**config.mk**
```make
export PLATFORM = sky130hd
export DESIGN_NAME = double_ended_queue
export DESIGN_NICKNAME = d
export VERILOG_FILES = /design/src/sv/dq_pkg.sv /design/src/sv/dq_cell.sv /design/src/sv/double_ended_queue.sv
export SDC_FILE = /design/constraint.sdc
export NUM_CORES = 1
export LEC_CHECK = 0
export ABC_AREA = 1
export BUFFER_PORTS_ARGS = -buffer_cell sky130_fd_sc_hd__clkbuf_2
export CORE_AREA = 5 5 250 252
export DETAILED_ROUTE_END_ITERATION = 8
export DIE_AREA = 0 0 255 257
export MAX_ROUTING_LAYER = met4
export PLACE_DENSITY = 0.77
export SETUP_SLACK_MARGIN = 0.3
export SLEW_MARGIN = 20
export SYNTH_ARGS = -nofsm -noshare
export SYNTH_HDL_FRONTEND = slang
export SYNTH_HIERARCHICAL = 1
export SYNTH_SLANG_ARGS = --single-unit
```
**constraint.sdc**
```tcl
create_clock -name clk_i -period 7.4 [get_ports clk_i]
set_clock_uncertainty 0.2 [all_clocks]
set_input_delay 0.37 -clock clk_i [delete_from_list [all_inputs] [get_ports clk_i]]
set_output_delay 0.37 -clock clk_i [all_outputs]
set_load 0.005 [all_outputs]
```
**src/sv/dq_pkg.sv**
```systemverilog
// Package with the types, codes and sizes shared by the double-ended queue.
package dq_pkg;

  localparam int unsigned CAPACITY = 16;
  localparam int unsigned DATA_W   = 32;
  localparam int unsigned CNT_W    = $clog2(CAPACITY + 1);

  typedef enum logic [1:0] {
    ACT_PUSH_BACK  = 2'd0,
    ACT_PUSH_FRONT = 2'd1,
    ACT_POP_FRONT  = 2'd2,
    ACT_POP_BACK   = 2'd3
  } action_e;

  typedef enum logic [1:0] {
    ST_OK    = 2'd0,
    ST_EMPTY = 2'd1,
    ST_FULL  = 2'd2
  } status_e;

  typedef enum logic [2:0] {
    CELL_HOLD,
    CELL_SHIFT_BACK,
    CELL_SHIFT_FRONT,
    CELL_PUSH_BACK,
    CELL_POP_BACK
  } cell_op_e;

  typedef struct packed {
    cell_op_e                  op;
    logic signed [DATA_W-1:0] data;
  } cell_ctrl_t;

  typedef struct packed {
    logic [1:0]               action;
    logic signed [DATA_W-1:0] data_in;
  } in_t;

  typedef struct packed {
    logic signed [DATA_W-1:0] data_out;
    logic [CNT_W-1:0]         occupancy;
    logic [1:0]               status;
  } out_t;

endpackage

```
**src/sv/dq_cell.sv**
```systemverilog
// One storage cell of the queue row: holds one entry and trades it with its neighbors.
module dq_cell (
  input  logic                              clk_i,
  input  logic                              rst_ni,
  input  dq_pkg::cell_ctrl_t                ctrl_i,
  input  logic signed [dq_pkg::DATA_W-1:0]  prev_data_i,
  input  logic                              prev_occ_i,
  input  logic signed [dq_pkg::DATA_W-1:0]  next_data_i,
  input  logic                              next_occ_i,
  output logic signed [dq_pkg::DATA_W-1:0]  data_o,
  output logic                              occ_o,
  output logic                              tail_o
);
  import dq_pkg::*;

  logic signed [DATA_W-1:0] data_q, data_d;
  logic                     occ_q, occ_d;

  always_comb begin
    data_d = data_q;
    occ_d  = occ_q;
    case (ctrl_i.op)
      CELL_SHIFT_BACK: begin
        data_d = prev_data_i;
        occ_d  = prev_occ_i;
      end
      CELL_SHIFT_FRONT: begin
        data_d = next_data_i;
        occ_d  = next_occ_i;
      end
      CELL_PUSH_BACK: begin
        if (!occ_q && prev_occ_i) begin
          data_d = ctrl_i.data;
          occ_d  = 1'b1;
        end
      end
      CELL_POP_BACK: begin
        if (occ_q && !next_occ_i) begin
          occ_d = 1'b0;
        end
      end
      default: begin
        data_d = data_q;
        occ_d  = occ_q;
      end
    endcase
  end

  always_ff @(posedge clk_i or negedge rst_ni) begin
    if (!rst_ni) begin
      occ_q <= 1'b0;
    end else begin
      occ_q <= occ_d;
    end
  end

  always_ff @(posedge clk_i) begin
    data_q <= data_d;
  end

  assign data_o = data_q;
  assign occ_o  = occ_q;
  assign tail_o = occ_q && !next_occ_i;

endmodule

```
**src/sv/double_ended_queue.sv**
```systemverilog
// Top level of the double-ended queue: control, row of cells and result register.
// A double-ended queue of CAPACITY signed 32-bit entries held in a row of cells, the
// front entry in the first cell. Each input transfer pushes or pops at either end and
// yields one result transfer (popped value, occupancy after the step, status). One
// item is taken every clock cycle; its result appears in the cycle after the input
// transfer, from the output register, and the input stays ready while that register
// is empty or being drained. Pushes at the front and pops at the front shift every
// cell of the row by one place in the same cycle; the back entry is found through the
// occupied flags of the cells and read through a one-hot select over the row.
module double_ended_queue (
  input  logic         clk_i,
  input  logic         rst_ni,
  input  logic         in_valid_i,
  output logic         in_ready_o,
  input  dq_pkg::in_t  in_data_i,
  output logic         out_valid_o,
  input  logic         out_ready_i,
  output dq_pkg::out_t out_data_o
);
  import dq_pkg::*;

  logic signed [DATA_W-1:0] cell_data [CAPACITY];
  logic [CAPACITY-1:0]      cell_occ;
  logic [CAPACITY-1:0]      cell_tail;
  logic signed [DATA_W-1:0] back_sel  [CAPACITY];

  cell_ctrl_t       ctrl;
  logic [CNT_W-1:0] cnt_q, cnt_d;
  out_t             out_q, out_d;
  logic             out_valid_q;
  logic             accept;
  logic             full;
  logic             empty;
  logic signed [DATA_W-1:0] back_data;

  assign in_ready_o = !out_valid_q || out_ready_i;
  assign accept     = in_valid_i && in_ready_o;
  assign full       = (cnt_q == CNT_W'(CAPACITY));
  assign empty      = (cnt_q == '0);

  for (genvar i = 0; i < CAPACITY; i++) begin : g_cell
    logic signed [DATA_W-1:0] prev_data, next_data;
    logic                     prev_occ, next_occ;

    if (i == 0) begin : g_first
      assign prev_data = ctrl.data;
      assign prev_occ  = 1'b1;
    end else begin : g_mid
      assign prev_data = cell_data[i-1];
      assign prev_occ  = cell_occ[i-1];
    end

    if (i == CAPACITY - 1) begin : g_last
      assign next_data = '0;
      assign next_occ  = 1'b0;
    end else begin : g_inner
      assign next_data = cell_data[i+1];
      assign next_occ  = cell_occ[i+1];
    end

    dq_cell u_cell (
      .clk_i       (clk_i),
      .rst_ni      (rst_ni),
      .ctrl_i      (ctrl),
      .prev_data_i (prev_data),
      .prev_occ_i  (prev_occ),
      .next_data_i (next_data),
      .next_occ_i  (next_occ),
      .data_o      (cell_data[i]),
      .occ_o       (cell_occ[i]),
      .tail_o      (cell_tail[i])
    );

    if (i == 0) begin : g_sel0
      assign back_sel[i] = cell_tail[i] ? cell_data[i] : '0;
    end else begin : g_seln
      assign back_sel[i] = back_sel[i-1] | (cell_tail[i] ? cell_data[i] : '0);
    end
  end

  assign back_data = back_sel[CAPACITY-1];

  always_comb begin
    ctrl.op            = CELL_HOLD;
    ctrl.data          = in_data_i.data_in;
    cnt_d              = cnt_q;
    out_d.data_out     = '0;
    out_d.occupancy    = cnt_q;
    out_d.status       = ST_OK;
    if (accept) begin
      case (action_e'(in_data_i.action))
        ACT_PUSH_BACK: begin
          if (full) begin
            out_d.status = ST_FULL;
          end else begin
            ctrl.op = CELL_PUSH_BACK;
            cnt_d   = cnt_q + CNT_W'(1);
          end
        end
        ACT_PUSH_FRONT: begin
          if (full) begin
            out_d.status = ST_FULL;
          end else begin
            ctrl.op = CELL_SHIFT_BACK;
            cnt_d   = cnt_q + CNT_W'(1);
          end
        end
        ACT_POP_FRONT: begin
          if (empty) begin
            out_d.status = ST_EMPTY;
          end else begin
            ctrl.op        = CELL_SHIFT_FRONT;
            out_d.data_out = cell_data[0];
            cnt_d          = cnt_q - CNT_W'(1);
          end
        end
        ACT_POP_BACK: begin
          if (empty) begin
            out_d.status = ST_EMPTY;
          end else begin
            ctrl.op        = CELL_POP_BACK;
            out_d.data_out = back_data;
            cnt_d          = cnt_q - CNT_W'(1);
          end
        end
        default: begin
          ctrl.op = CELL_HOLD;
        end
      endcase
    end
    out_d.occupancy = cnt_d;
  end

  always_ff @(posedge clk_i or negedge rst_ni) begin
    if (!rst_ni) begin
      cnt_q       <= '0;
      out_valid_q <= 1'b0;
    end else begin
      cnt_q <= cnt_d;
      if (accept) begin
        out_valid_q <= 1'b1;
      end else if (out_ready_i) begin
        out_valid_q <= 1'b0;
      end
    end
  end

  always_ff @(posedge clk_i) begin
    if (accept) begin
      out_q <= out_d;
    end
  end

  assign out_valid_o = out_valid_q;
  assign out_data_o  = out_q;

endmodule

```
# Word level (Yosys, flattened, before mapping)

Index checks and enable logic that the tools add are counted.

Output and inout bits: 41
Bits in registers: 573

Bitwise logic cells: 15
Reductions and logical operators: 76
Equal/unequal tests: 39
Multiplexer cells: 112
Add/subtract/negate cells: 2

Operators with widths:

| kind                  | count |
|---|---|
| $pmux W32 S3          | 16 |
| $mux W32              | 34 |
| $or A32 B32 Y32       | 15 |
| $pmux W32 S2          | 1 |
| $ne A2 B1 Y1 const B  | 30 |
| $pmux W1 S4           | 14 |
| $reduce_and A3 Y1     | 14 |
| $reduce_and A2 Y1     | 18 |
| $mux W1               | 34 |
| $logic_and A1 B1 Y1   | 16 |
| $logic_not A1 Y1      | 16 |
| $mux W5               | 3 |
| $pmux W3 S4           | 1 |
| $pmux W5 S2           | 1 |
| $reduce_bool A3 Y1    | 3 |
| $reduce_or A2 Y1      | 4 |
| $eq A3 B2 Y1 const B  | 2 |
| $mux W2               | 3 |
| $mux W3               | 2 |
| $pmux W1 S3           | 2 |
| $add A5 B1 Y5 const B | 1 |
| $eq A5 B5 Y1 const B  | 1 |
| $logic_not A5 Y1      | 1 |
| $sub A5 B1 Y5 const B | 1 |
| other kinds (10)      | 11 |

# Logic depth before layout (Yosys ltp)

Gate-level depths: netlist (run 1).

Depth after elaboration: 20
Mapped depth: 12

# Modules after synthesis

Netlist (run 1), hierarchy kept.

Modules (own cells, without submodules):

| module             | seq. area each (sq um) | cells an instance | area each (sq um) | times used |
|---|---|---|---|---|
| dq_cell            | 985.9                  | 195               | 1775.5            | 16 |
| double_ended_queue | 1321.3                 | 1225              | 6113.4            | 1 |

# Worst setup path after synthesis (run 1)

Ideal clock, no wire load.

Path kind: reg-to-reg
Start: reg out_valid_q, in the netlist out_valid_o
End: reg g_cell[0].u_cell.data_q[0] (enable)
Arrival: 6.648 ns
Path buffers: 0
Required time: 6.813 ns
Stages on the path, launching flop included: 8
Slack: 0.165 ns
Library setup time: 0.387 ns
Cells stage by stage: dfrtp_1 > a21oi_4 > inv_2 > nor2_1 > nor2_4 > nand2_2 > nand2_2 > inv_1

RTL lines:

| what                     | RTL line                  | source |
|---|---|---|
| start: declaration       | double_ended_queue.sv:30  | `logic out_valid_q;` |
| start signal: assignment | double_ended_queue.sv:137 | `out_valid_q <= 1'b0;` |
| start signal: assignment | double_ended_queue.sv:141 | `out_valid_q <= 1'b1;` |
| start signal: assignment | double_ended_queue.sv:143 | `out_valid_q <= 1'b0;` |
| end signal: assignment   | dq_cell.sv:58             | `data_q <= data_d;` |
| end: declaration         | dq_cell.sv:16             | `logic signed [DATA_W-1:0] data_q, data_d;` |

==> results.yml, run 1 <==
floorplan:
  die_area_sq_um: 65540
  initial_core_util_pct: 57.62
  die_width_um: 255
  rows: 90
  die_h_um: 257
  pin_count: 79
  core_area_sq_um: 59910
detailed_routing:
  wl_per_cell_um: 21.05
  wirelength_um: 109400
  route.vias.total: 30500
  post-route-drc-count: 0
  via_per_inst: 5.871
  ant_nets: 0
  drtIter0Drc: 3987
  dr.pass1.iters: 8
critical_path:
  required_ns: 7.54
  start_kind: "flop"
  rr_startpoint: "out_valid_o"
  reg2reg_depth: 11
  path_delay_family: "simple AND/OR/NAND/NOR gates"
  path_buf_inv: 4
  crit_slowest_cell: "nor2_4"
  r2r_setup_slack_ns: 2.89
  critical_path_peak_fanout: 33
  cp-end-kind: "flop"
  r2r-end: "g_cell[6].u_cell/data_o[0]"
  critical_path_arrival_ns: 4.66
  cp_cell_sequence: "a21oi_4, nand3_1, nor2_4, buf_4, buf_4, nand2_2, nor2_4, nand2_2, nand2_2, inv_1, buf_4"
  cpPeakStageDelay_ns: 0.73
  worstSetupPathType: "reg2reg"
place:
  placed_area_sq_um: 34620
  port_buffers: 78
  gp_congestion: 0.9211
  hpwl_um: 72980
logic_synthesis:
  synth_top_area_share_pct: 47.93
  synth.area.top_cells: "edfxtp_1 (48%), nand2_1 (28%), nand3_1 (5.7%)"
  synth_top_family_by_area: "simple AND/OR/NAND/NOR gates"
  ys.flop_type: "edfxtp_1"
  synth_most_common_cell: "nand2_1"
  synth_fa_ha_area_share_pct: 0.07249
  yosys.area.top_type: "edfxtp_1"
  synth_edf_count: 551
  synth_cell_type_count: 26
  avgSynthCellArea_sq_um: 7.945
  synth_mux_area_share_pct: 0
  synth-seq-cells: 573
  synth_async_sr_flop_share_pct: 3.839
  synth_compound_area_share_pct: 0.8663
  synth_xor_xnor_area_share_pct: 0.1015
  synth_common_cells: "nand2_1 (2,565), edfxtp_1 (551), nand3_1 (393), nor2_1 (212), nand3_2 (160)"
  yosysWarnings: 6
  synth_area_sq_um: 34520
  synth_cells: 4345
  synthSimpleGateAreaFrac_pct: 43.47
  yosysSeqAreaShare_pct: 49.53
cells_and_area:
  fillers: 5348
  fin_area_sq_um: 36530
  drive_above_1_share_pct: 12.44
  multi_input_area_sq_um: 15570
  diodes: 0
  nets: 4404
  area.sequential_sq_um: 17100
  area_delta_synth_final_pct: 5.825
global_routing:
  grt_overflow: 0
  antenna_found_initial: 0
  grt_pass1_wl_um: 167000
  grt_usage_pct: 33.41
  grt_max_degree: 42
  grt_pass1_vias: 28810
timing:
  slew_viol_final: 0
  fin_tns_setup_ns: 0
  fmax_mhz: 221.6
  relSlewSlack_pct: 19.45
  period_share_pct: 60.99
  rsz0062_at_grt: "no"
  finalHoldViolations: 0
  tightest_slew_ns: 1.205
  setup_viol: 0
  period_minus_slack_ns: 4.513
clocking:
  htreeDepth: 2
  numCtsBuffers: 61
  clock_latency_ns: 0.66
  cts-root-buf: "clkbuf_16"
  cts_sinks: 573
  path_clk_slew_ns: 0.06
  cts_resized: 0
  clockBufferDepth: 3
  postCtsSetupBuffers: 0
  cts_tree: "built"
pwr:
  total_leakage_power_nw: 16.15
  p_per_area_nw_per_um2: 310.6
  power_mw: 11.35
  vdd_drop_max_mv: 0.1936
worst_hold_path:
  hold_path.class: "in2reg"
  min_path_cells: 3
  hold_start: "out_ready_i"
  hold_path_end: "out_data_o[10]"
job:
  drv_cap: 0
run_status:
  outcome: "complete, no violations"
kinds of logic (layout without fill, tap and decap cells):
logic type | after synthesis | count (layout)
xor+xnor | 4 | 4
compound gates | 35 | 35
other cells | 2 | 36
simple gates | 3450 | 3450
fa+ha+maj | 2 | 2
buf+inv | 279 | 313
flops | 573 | 573
layout make-up:
type | instances | share of cell area, %
flip-flops and latches | 573 | 46.80
multi-input cells | 3527 | 42.63
clock buffers | 74 | 4.367
well taps | 782 | 2.678
repair buffers | 122 | 2.069
inverters | 79 | 0.8117
clock inverters | 38 | 0.6439
routing by layer:
metal	track usage, %	vias to the layer above	wire length, um
li1	-	14020	-
met1	43.12	14270	41140
met2	51.97	1849	50730
met3	4.363	360	10580
met4	17.28	0	6905
met5	-	-	0
metrics by stage:
stage / std cells / hold slack, ns / utilization, % / worst slack [ns]
detailed placement: 5077 / 0.3091 / 57.79 / 2.876
CTS: 5193 / 0.007742 / 60.91 / 2.947
global route: 5195 / 0.03775 / 60.98 / 2.687
finish: 5195 / 0.03240 / 60.98 / 2.887
floorplan: 4379 / -0.1256 / - / 0.5194
global placement: 5077 / 0.3011 / 57.79 / 2.951
repair_timing:
item                       4_1_cts  5_1_grt
setup endpoints to repair        0        0
hold endpoints to repair        34        0
hold buffers                     4        0
registers in the layout (all words and copies together) (netlist names):
register	count
out_valid_o	1
cnt_q	5
g_cell.u_cell/data_o	512
g_cell.u_cell/occ_o	16
out_data_o	39
worst min-delay path, cell delays in order:
cell and delay [ns]:
clkbuf_2 0.09, inv_2 0.07, a21oi_4 0.15
worst max-delay path by stage:
stage,end,slack (ns),start,depth (start not counted)
finish,g_cell[6].u_cell/data_o[0],2.89,out_valid_o,11
global route,g_cell[6].u_cell/data_o[10],2.69,out_valid_o,11
CTS,g_cell[6].u_cell/data_o[6],2.95,out_valid_o,11
detailed placement,g_cell[6].u_cell/data_o[25],2.88,out_ready_i,13
global placement,g_cell[6].u_cell/data_o[25],2.95,out_ready_i,13
floorplan,g_cell[0].u_cell/data_o[0],0.52,out_valid_o,7
report_power, final:
| group | switching [mW] | internal, mW | leakage, nW | total (mW) |
|---|---|---|---|---|
| sequential | 0.459 | 4.28 | 5.50 | 4.74 |
| clock | 1.34 | 1.59 | 0.901 | 2.93 |
| combinational | 2.66 | 1.02 | 9.75 | 3.68 |
layout by cell type (no fill, tap or decap), drive strengths merged:
| cell | n |
|---|---|
| inv | 81 |
| nor2 | 245 |
| or2 | 16 |
| o21ai | 34 |
| conb | 36 |
| nand4 | 4 |
| ha | 2 |
| clkinv | 31 |
| buf | 40 |
| nor3 | 1 |
| dlygate4sd3 | 4 |
| xor2 | 4 |
| bufinv | 2 |
| clkbuf | 152 |
| dfrtp | 22 |
| clkinvlp | 3 |
| a21oi | 1 |
| edfxtp | 551 |
| nand2 | 2630 |
| nand3 | 554 |
Note: power is estimated with default switching activity, not from simulation.
==> inputs of run 2 (changes only) <==
Settings changed: CORE_AREA 5 5 250 252 to 5 5 239 241, DIE_AREA 0 0 255 257 to 0 0 244 246, PLACE_DENSITY 0.77 to 0.8.
Clock period 7.4 ns to 4.56 ns, I/O delays scaled along.
==> results.yml, run 2 (synthesis gave the netlist of run 1 again) <==
timing:
  tightest_slew_ns: 1.197
  setup_viol: 0
  rsz0062_at_grt: "no"
  finalHoldViolations: 0
  slew_viol_final: 0
  relSlewSlack_pct: 20.03
  fin_tns_setup_ns: 0
  period_minus_slack_ns: 4.043
  fmax_mhz: 247.4
  holdWs_ns: 0.04215
  period_share_pct: 88.66
critical_path:
  critical_path_arrival_ns: 4.34
  crit_slowest_cell: "nor2_4"
  cp-end-kind: "flop"
  cpPeakStageDelay_ns: 1.00
  worstSetupPathType: "reg2reg"
  r2r_setup_slack_ns: 0.52
  critical_path_peak_fanout: 35
  path_delay_family: "simple AND/OR/NAND/NOR gates"
  required_ns: 4.86
  start_kind: "flop"
  cp_cell_sequence: "inv_1, ha_1, nand4_1, nand3_2, nor2_4, buf_4, nand2_4, nor2_4, nand2_1, nand3_2"
  path_buf_inv: 2
clocking:
  path_clk_slew_ns: 0.07
  numCtsBuffers: 60
  cts_resized: 0
  htreeDepth: 2
  cts-root-buf: "clkbuf_16"
  cts_sinks: 573
  clock_latency_ns: 0.66
  clockBufferDepth: 3
  cts_tree: "built"
pwr:
  p_sw_mw: 7.252
  vdd_drop_max_mv: 0.3576
  p_sw_share_pct: 38.49
  power_mw: 18.84
  p_seq_share_pct: 40.8
  p_int_mw: 11.59
  p_per_area_nw_per_um2: 509.3
  pwr-share-clk_pct: 27.6
  total_leakage_power_nw: 16.25
  p_comb_share_pct: 31.6
detailed_routing:
  wl_per_cell_um: 20.80
  ant_nets: 0
  post-route-drc-count: 0
  dr.pass1.iters: 6
  drtIter0Drc: 4056
  via_per_inst: 6.054
  wirelength_um: 107100
  route.vias.total: 31170
run_status:
  outcome: "complete, no violations"
global_routing:
  grt_max_degree: 43
  antenna_found_initial: 1
  grt_overflow: 0
  grt_pass1_wl_um: 165300
  grt_usage_pct: 35.70
  grt_pass1_vias: 29980
worst_hold_path:
  hold_path.class: "in2reg"
place:
  hpwl_um: 71040
  port_buffers: 78
  gp_congestion: 0.8937
floorplan:
  die_width_um: 244
  pin_count: 79
  die_h_um: 246
  die_area_sq_um: 60020
  initial_core_util_pct: 63.15
  rows: 86
  core_area_sq_um: 54660
cells_and_area:
  nets: 4431
  drive_above_1_share_pct: 13.13
  mostFrequentLayoutCells: "nand2_1 (2,565), edfxtp_1 (551), nand3_1 (392), nor2_1 (193), nand3_2 (161)"
  area_delta_synth_final_pct: 7.173
  mostFrequentLayoutCell: "nand2_1"
  largest_register_ffs: 512
job:
  drv_cap: 0
## run 2: cell count changes in the layout (fill, tap and decap cells not counted), sizes merged
cell	before	now
buf	40	51
bufinv	2	10
clkbuf	152	145
clkinv	31	28
clkinvlp	3	21
diode	0	4
dlygate4sd3	4	21
inv	81	65
## run 2: layout make-up
| type | count | area, sq um |
|---|---|---|
| flip-flops and latches | 573 | 17100 |
| clock inverters | 45 | 508.0 |
| multi-input cells | 3527 | 15580 |
| fillers | 4469 | 17670 |
| inverters | 79 | 356.6 |
| clock buffers | 67 | 1528 |
| well taps | 704 | 880.8 |
| diodes | 4 | 10.01 |
| repair buffers | 150 | 1033 |
## run 2: stage by stage
stage | std cells | worst slack, ns | area, sq um | utilization (%)
finish | 5149 | 0.5172 | 37000 | 67.68
global route | 5146 | 0.4871 | 36990 | 67.67
CTS | 5145 | 0.7284 | 36980 | 67.65
detailed placement | 5011 | 0.7891 | 34720 | 63.51
global placement | 5011 | 0.9192 | 34720 | 63.51
floorplan | 4379 | 0.2497 | 34740 | -
## run 2: repair_timing
action                    in CTS  in global routing
setup buffers                  0                  0
hold buffers                  22                  0
hold endpoints to repair     136                  0
## run 2: worst paths after layout
kind / cells after the start / end / from
setup / recovery: 10 / g_cell[3].u_cell/data_o[11] / cnt_q[0]
hold / removal: 3 / g_cell[13].u_cell/data_o[0] / in_data_i[0]
setup reg to reg: 10 / g_cell[3].u_cell/data_o[11] / cnt_q[0]
hold reg to reg: 2 / g_cell[14].u_cell/data_o[14] / g_cell[15].u_cell/data_o[14]
max in group asynchronous: 4 / cnt_q[3] / rst_ni
min in group asynchronous: 4 / g_cell[10].u_cell/occ_o / rst_ni
## run 2: power by group through the flow
| stage | sequential (mW) | clock, mW | combinational (mW) |
|---|---|---|---|
| finish | 7.68 | 5.20 | 5.96 |
| global route | 7.76 | 5.43 | 6.42 |
| CTS | 7.66 | 5.23 | 5.79 |
| detailed placement | 7.75 | 0 | 5.74 |
| global placement | 7.76 | 0 | 5.56 |
| floorplan | 7.46 | 0 | 4.03 |
## run 2: per-layer routing
layer	vias to the layer above	global-route usage (%)	wire length, um
met5	-	-	0
met4	0	19.83	7173
met3	411	5.381	11840
met2	2124	56.06	49550
met1	14570	44.98	38560
li1	14070	-	-
## run 2: tightest hold or removal path, cell delays in order
cell,delay [ns]
clkbuf_2,0.38
nand2_1,0.10
nand3_1,0.09
